<file path="config.mk">
export PLATFORM = sky130hd
export DESIGN_NAME = twrs_divider
export DESIGN_NICKNAME = d
export VERILOG_FILES = /design/src/rtl/twrs_pkg.sv /design/src/rtl/twrs_divider.sv
export SDC_FILE = /design/constraint.sdc
export NUM_CORES = 1
export LEC_CHECK = 0
export ABC_AREA = 1
export BUFFER_PORTS_ARGS = -buffer_cell sky130_fd_sc_hd__buf_2
export CAP_MARGIN = 20
export CORE_ASPECT_RATIO = 0.9
export CORE_MARGIN = 10
export CORE_UTILIZATION = 60
export CTS_CLUSTER_SIZE = 12
export DETAILED_ROUTE_END_ITERATION = 10
export PLACE_DENSITY = 0.88
export SYNTH_ARGS = -nofsm -noshare
export SYNTH_HDL_FRONTEND = slang
export SYNTH_SLANG_ARGS = --single-unit
export TNS_END_PERCENT = 1
</file>
<file path="constraint.sdc">
create_clock -name clk -period 4.61 [get_ports clk]
set_input_delay 0.2305 -clock clk [delete_from_list [all_inputs] [get_ports clk]]
set_output_delay 0.2305 -clock clk [all_outputs]
set_load 0.005 [all_outputs]
</file>
<file path="src/rtl/twrs_pkg.sv">
// Shared types and constants for the tile window rebuild scheduler.
package twrs_pkg;
  localparam int GRID_SIDE  = 8;
  localparam int SLOT_COUNT = GRID_SIDE * GRID_SIDE;
  localparam int SLOT_W     = $clog2(SLOT_COUNT);
  localparam int SIDE_W     = $clog2(GRID_SIDE);
  localparam int POS_W      = 28;
  localparam int TILE_W     = 24;
  localparam int VER_W      = 16;
  localparam int CHUNK_W    = 11;
  localparam int BUDGET_W   = 7;
  localparam int RELIEF_W   = 17;
  localparam int RIN_W      = 18;
  localparam int DIST_W     = 64;
  localparam int PADDR_W    = 4;
  localparam int DATA_W     = 32;

  localparam logic [PADDR_W-1:0] ADDR_CHUNK  = 4'd0;
  localparam logic [PADDR_W-1:0] ADDR_BUDGET = 4'd4;
  localparam logic [PADDR_W-1:0] ADDR_RELIEF = 4'd8;

  localparam logic ACT_MOVE   = 1'b0;
  localparam logic ACT_RELIEF = 1'b1;

  typedef enum logic [3:0] {
    ST_IDLE, ST_DIV, ST_SCAN_RD, ST_SCAN_CHK, ST_MUL_X, ST_MUL_Y, ST_SUM,
    ST_SEL_INIT, ST_SEL_RD, ST_SEL_CMP, ST_EMIT, ST_OUT
  } state_t;
endpackage

</file>
<file path="src/rtl/twrs_divider.sv">
// Iterative restoring divider: floor of a signed position by a positive span.
module twrs_divider import twrs_pkg::*; (
  input  logic                    clk,
  input  logic                    rst_n,
  input  logic                    start,
  input  logic signed [POS_W-1:0] dividend,
  input  logic [CHUNK_W+3:0]      divisor,
  output logic signed [POS_W:0]   quotient
);
  localparam int CNT_W = $clog2(POS_W + 1);
  logic [POS_W-1:0]  mag_r, mag_nxt;
  logic [CHUNK_W+4:0] rem_r, rem_nxt;
  logic [CNT_W-1:0]  cnt_r, cnt_nxt;
  logic              busy_r, busy_nxt, neg_r, neg_nxt;
  logic [CHUNK_W+4:0] trial;
  logic [POS_W:0]    qpos;

  always_comb begin
    mag_nxt = mag_r; rem_nxt = rem_r; cnt_nxt = cnt_r;
    busy_nxt = busy_r; neg_nxt = neg_r;
    trial = {rem_r[CHUNK_W+3:0], mag_r[POS_W-1]};
    if (start) begin
      neg_nxt = dividend[POS_W-1];
      // ones complement gives floor for negatives: q = -((-a-1)/d) - 1
      mag_nxt = dividend[POS_W-1] ? ~dividend : dividend;
      rem_nxt = '0;
      cnt_nxt = CNT_W'(POS_W);
      busy_nxt = 1'b1;
    end else if (busy_r) begin
      if (trial >= {1'b0, divisor}) begin
        rem_nxt = trial - {1'b0, divisor};
        mag_nxt = {mag_r[POS_W-2:0], 1'b1};
      end else begin
        rem_nxt = trial;
        mag_nxt = {mag_r[POS_W-2:0], 1'b0};
      end
      cnt_nxt = cnt_r - 1'b1;
      if (cnt_r == CNT_W'(1)) busy_nxt = 1'b0;
    end
  end

  always_ff @(posedge clk) begin
    if (!rst_n) begin
      busy_r <= 1'b0;
      cnt_r  <= '0;
    end else begin
      busy_r <= busy_nxt;
      cnt_r  <= cnt_nxt;
    end
    mag_r <= mag_nxt;
    rem_r <= rem_nxt;
    neg_r <= neg_nxt;
  end

  assign qpos = {1'b0, mag_r};
  assign quotient = neg_r ? $signed(~qpos) : $signed(qpos);
endmodule

</file>
==> results of run 1 <==
[cell usage after synthesis, types with 2 or more instances]
cell	instances	area [um2]
nand3b_1	5	37.54
nand4_1	5	31.28
nand2_4	2	22.52
a211oi_1	2	15.01
buf_2	7	35.03
buf_4	3	22.52
o21ai_0	32	160.2
inv_1	80	300.3
nand2_1	148	555.5
nand3_1	42	210.2
nand3_2	4	40.04
nor3_1	2	10.01
dfxtp_1	21	420.4
edfxtp_1	29	870.8
a21oi_1	5	25.02
ha_1	17	212.7
xnor2_1	30	262.8
clkbuf_1	7	26.28
xor2_1	31	271.5
nor2_1	23	86.33
[worst min-delay path: stages]
cell,delay [ns]
buf_2,0.11
o31ai_1,0.07
inv_1,0.05
[layout by cell type, fill, tap and decap left out, types with 17 or more instances in the layout]
| cell | Yosys | routed |
|---|---|---|
| nor2_1 | 23 | 23 |
| xor2_1 | 31 | 31 |
| nand3_1 | 42 | 42 |
| dfxtp_1 | 21 | 21 |
| edfxtp_1 | 29 | 29 |
| buf_2 | 7 | 74 |
| o21ai_0 | 32 | 32 |
| xnor2_1 | 30 | 30 |
| ha_1 | 17 | 17 |
| nand2_1 | 148 | 148 |
| inv_1 | 80 | 80 |
[logic make-up after synthesis]
family                     synth area share
and+or+nand+nor                      0.2773
buffers and inverters                0.1073
xor gates and xnor gates             0.1437
DFF                                  0.3472
AOI/OAI and AO/OA                   0.06191
adders and majority gates           0.06258
[flip-flops by register name, summed over array words and instances, names as in the netlist]
name	count
mag_r	28
rem_r	15
cnt_r	5
busy_r	1
neg_r	1
[metrics by stage]
step / cells / setup slack, ns / hold WS (ns)
floorplan: 504 / 2.693 / 0.3294
global placement: 635 / 2.529 / 0.4588
detailed placement: 635 / 2.426 / 0.4761
CTS: 643 / 2.362 / 0.1746
global route: 643 / 2.180 / 0.1952
finish: 643 / 2.337 / 0.1737
[final cells by class]
type / count / area, um2
inverters: 80 / 300.3
well taps: 72 / 90.09
repair buffers: 77 / 392.9
clock inverters: 3 / 63.81
flip-flops and latches: 50 / 1291
clock buffers: 5 / 68.82
fillers: 491 / 1846
multi-input cells: 356 / 2028
[report_power, final]
group	switching (mW)	leakage (nW)	internal, mW
logic	0.141	1.68	0.113
clock network	0.150	0.0658	0.215
registers	0.0256	0.469	0.518
total	0.316	2.21	0.846
[routing by layer]
metal	vias up	routed length, um	global-route usage
met5	-	0	0
met4	0	139	0.04514
met3	16	467	0.03358
met2	83	4517	0.3129
met1	1499	3714	0.2210
li1	1710	-	-
[final timing paths]
check | slack, ns | to | start
hold / removal | 0.17 | cnt_r[2] | rst_n
hold reg to reg | 0.49 | cnt_r[4] | cnt_r[4]
setup / recovery | 2.34 | mag_r[0] | mag_r[27]
setup reg to reg | 2.34 | mag_r[0] | mag_r[27]
==> flow_metrics.tcl, run 1 <==
set metrics [dict create \
    skew_ns 0.008738 \
    path_buf_inv 2 \
    syn_avg_cell_area_um2 7.378 \
    hold_viol 0 \
    worst_slew_pin_slew_ns 0.9596 \
    endpoint_kind "register" \
    required_ns 4.74 \
    post_cts_buffers 0 \
    totalWireLength_um 8838 \
    grt_overflow 0 \
    synthArstFlopShare 0 \
    fin_tns_setup_ns 0 \
    start_kind "register" \
    nets 634 \
    rows 27 \
    ys.flop_type "edfxtp_1" \
    hold_path.class "primary input to register" \
    slowest_stage "fa_1" \
    clk_pin_slew_ns 0.10 \
    syn_nets 568 \
    cts_buffers 5 \
    status "completed" \
    synth_cell_type_count 29 \
    synth-seq-area-share 0.3472 \
    cts_resized 0 \
    ys_seq_elements 50 \
    final_util 0.6965 \
    ant_nets 0 \
    rr_worst_depth 12 \
    synth_edf_count 29 \
    area_growth_pct 13.90 \
    yosysWarnings 0 \
    drc 0 \
    hold_depth 3 \
    criticalPathCategory "register to register" \
    die_area_um2 9751 \
    crit_chain "inv_1 > ha_1 > fa_1 > inv_1 > nand2_1 > nand2_1 > nand3_1 > nand3_2 > nand2_4 > nand2_4 > nand2_1 > o21ai_0" \
    grt_pass1_vias 3221 \
    drv_cap 0 \
    p_leak_nw 2.213 \
    final_cell_area_um2 4235 \
    hpwlAfterDp_um 6806 \
    cts_root_buf "clkbuf_8" \
    start_util 0.6115 \
    portBuffers 74 \
    cts_tree "yes" \
    ir_drop_mv 0.2761 \
    fin_crit_ns 2.273 \
    gp_congestion 0.8990 \
    postCtsHoldBufs 0 \
    post-route-period-util 0.4930 \
    layout-drive-gt1-share 0.1646 \
    cts_buffer_depth 2 \
    dpl-instance-area_um2 4103 \
    netlist_area_um2 3719 \
    setup_viol 0 \
    wire_per_inst_um 13.74 \
    die_w_um 103.0 \
    ctsHtreeMaxLevel 2 \
    grt_pass1_wl_um 14410 \
    rsz0062_at_grt "false" \
    diodes 0 \
    path_max_fanout 16 \
    clock_latency_ns 0.31 \
    via_count 3308 \
    firstDrtPassIters 4 \
    relSlewSlack 0.3579 \
    power_density_nw_per_um2 274.4 \
    core_um2 6081 \
    drv_slew 0 \
    crit_cells 12 \
    vias_per_cell 5.145 \
    cp_top_family "simple AND/OR/NAND/NOR gates" \
    fmax_mhz 440.0 \
    cp.arrival_ns 2.40 \
    cp_common_cell "nand2_1" \
    antenna_found_initial 0 \
    total_power_mw 1.162 \
    grt_max_degree 57 \
    grt_usage 0.1790 \
    critPathMaxStageDelay_ns 0.41 \
    die_y_um 94.69 \
    drtIter0Drc 252 \
    clock_sinks 50 \
    ios 75 \
    syn_inst 504 \
]
Power figures use the tool's default switching activity.
==> run 2, diff against run 1 <==
--- a/config.mk
+++ b/config.mk
@@ -10,10 +10,10 @@
 export CAP_MARGIN = 20
 export CORE_ASPECT_RATIO = 0.9
 export CORE_MARGIN = 10
-export CORE_UTILIZATION = 60
+export CORE_UTILIZATION = 56
 export CTS_CLUSTER_SIZE = 12
 export DETAILED_ROUTE_END_ITERATION = 10
-export PLACE_DENSITY = 0.88
+export PLACE_DENSITY = 0.83
 export SYNTH_ARGS = -nofsm -noshare
 export SYNTH_HDL_FRONTEND = slang
 export SYNTH_SLANG_ARGS = --single-unit
==> constraint.sdc (replaced) <==
create_clock -name clk -period 2.1 [get_ports clk]
set_input_delay 0.105 -clock clk [delete_from_list [all_inputs] [get_ports clk]]
set_output_delay 0.105 -clock clk [all_outputs]
set_load 0.005 [all_outputs]
==> flow_metrics.tcl, run 2 (synthesized netlist as in run 1, its figures left out) <==
set metrics [dict create \
    total_power_mw 2.354 \
    relSlewSlack 0.4844 \
    cts_root_buf "clkbuf_8" \
    nets 642 \
    largest_reg_flops 28 \
    antenna_found_initial 0 \
    dp.cells 656 \
    hpwlAfterDp_um 6855 \
    ios 75 \
    critPathLaunch "mag_r[27]" \
    fin_crit_ns 1.986 \
    totalWireLength_um 8937 \
    final_cell_mix "147 x nand2_1, 79 x inv_1, 74 x buf_2" \
    via_count 3369 \
    skew_ns 0.007712 \
    rr_worst_depth 15 \
    hold_viol 0 \
    cp.arrival_ns 2.24 \
    clock_latency_ns 0.31 \
    cts_buffers 5 \
    wl_met3_um 479 \
    postCtsHoldBufs 0 \
    power_density_nw_per_um2 543.4 \
    criticalPathCategory "register to register" \
    reg_top3 "mag_r: 28 flops, rem_r: 15 flops, cnt_r: 5 flops" \
    worst_slew_pin_slew_ns 0.7733 \
    cts_tree "yes" \
    clock_sinks 50 \
    drv_cap 0 \
    start_util 0.5707 \
    drc 0 \
    r2r_end "rem_r[11]" \
    ir_drop_mv 0.5859 \
    endpoint_kind "register" \
    grt_pass1_wl_um 14100 \
    portBuffers 74 \
    die_w_um 105.9 \
    core_um2 6516 \
    firstDrtPassIters 5 \
    hold_path.class "primary input to register" \
    multi_input_area_um2 2059 \
    vias_per_cell 5.036 \
    status "completed" \
    hold_depth 3 \
    setup_viol 0 \
    critPathCapture "rem_r[11]" \
    ctsHtreeMaxLevel 2 \
    top_layer "met4" \
    regToRegSetupSlack_ns 0.11 \
    seqCellArea_um2 1291 \
    required_ns 2.35 \
    start_kind "register" \
    area_growth_pct 16.52 \
    r2r-start "mag_r[27]" \
    p_leak_nw 2.245 \
    rows 28 \
    fmax_mhz 503.6 \
    path_max_fanout 15 \
    grt_max_degree 53 \
    grt_pass1_vias 3138 \
    final_util 0.6649 \
    clk_pin_slew_ns 0.09 \
    nFillCells 570 \
    layout-drive-gt1-share 0.1848 \
    regMostFlops "mag_r" \
    diodes 0 \
    drtIter0Drc 182 \
    wl_met1_um 3745 \
    mostFrequentLayoutCell "nand2_1" \
    gp_congestion 0.9120 \
    wl_met2_um 4524 \
    drv_slew 0 \
    wire_per_inst_um 13.36 \
    die_y_um 97.31 \
    ant_nets 0 \
    post-route-period-util 0.9455 \
    cts_buffer_depth 2 \
    grt_usage 0.1627 \
    instances_no_fill 669 \
    grt_overflow 0 \
    die_area_um2 10300 \
]
run 2: changes by cell type in the layout (fill, tap and decap cells not counted), sizes merged:
cell	change
buf	+8
clkbuf	+2
bufinv	-2
run 2: through the flow:
step	cell area (um2)	setup WS, ns	setup TNS, ns	hold WS, ns
final	4333	0.1144	0	0.04416
after global routing	4333	-0.02167	-0.05235	0.07056
after CTS	4247	0.03794	0	0.03701
after detailed placement	4148	0.02318	0	0.3554
after global placement	4148	0.1317	0	0.3600
after floorplan	3719	0.1834	0	0.2039
run 2: cell type report:
cell class,count,area share
multi-input combinational,356,0.4753
sequential,50,0.2980
timing repair buffer,85,0.1103
inverter,80,0.06930
tap,90,0.02599
clock buffer,7,0.01992
clock inverter,1,0.001155
run 2: power by group:
group	switching, mW	internal (mW)	leakage, nW
registers	0.0537	1.14	0.469
logic	0.316	0.262	1.73
clock network	0.319	0.267	0.0482
run 2: critical path: stages (launching register included):
cell,delay (ns)
edfxtp_1,0.35
inv_1,0.08
ha_4,0.18
fa_2,0.40
inv_2,0.08
nand2_1,0.06
nand2_2,0.08
nand3_2,0.07
nand3_2,0.11
nand2_4,0.09
buf_12,0.15
nand3_1,0.06
nand2_1,0.05
inv_1,0.05
nand2_1,0.05
nand2_1,0.06
run 2: worst min-delay path by stage:
stage,slack (ns),startpoint,to
5_1_grt,0.07,rst_n,busy_r
4_1_cts,0.04,rst_n,cnt_r[2]
3_3_place_gp,0.36,rst_n,cnt_r[2]
6_report,0.04,rst_n,cnt_r[2]
3_5_place_dp,0.36,rst_n,cnt_r[2]
2_1_floorplan,0.20,dividend[27],neg_r
run 2: what timing repair did:
action	4_1_cts	5_1_grt
gates resized for setup	0	11
cloned	0	0
pin swaps	0	4
setup endpoints to repair	1	16
buffers inserted	1	4
run 2: per-layer routing:
metal | track usage | vias to the layer above
met4 | 0.06556 | 0
met3 | 0.03581 | 16
met5 | 0 | -
met1 | 0.1890 | 1523
met2 | 0.2814 | 100
li1 | - | 1730
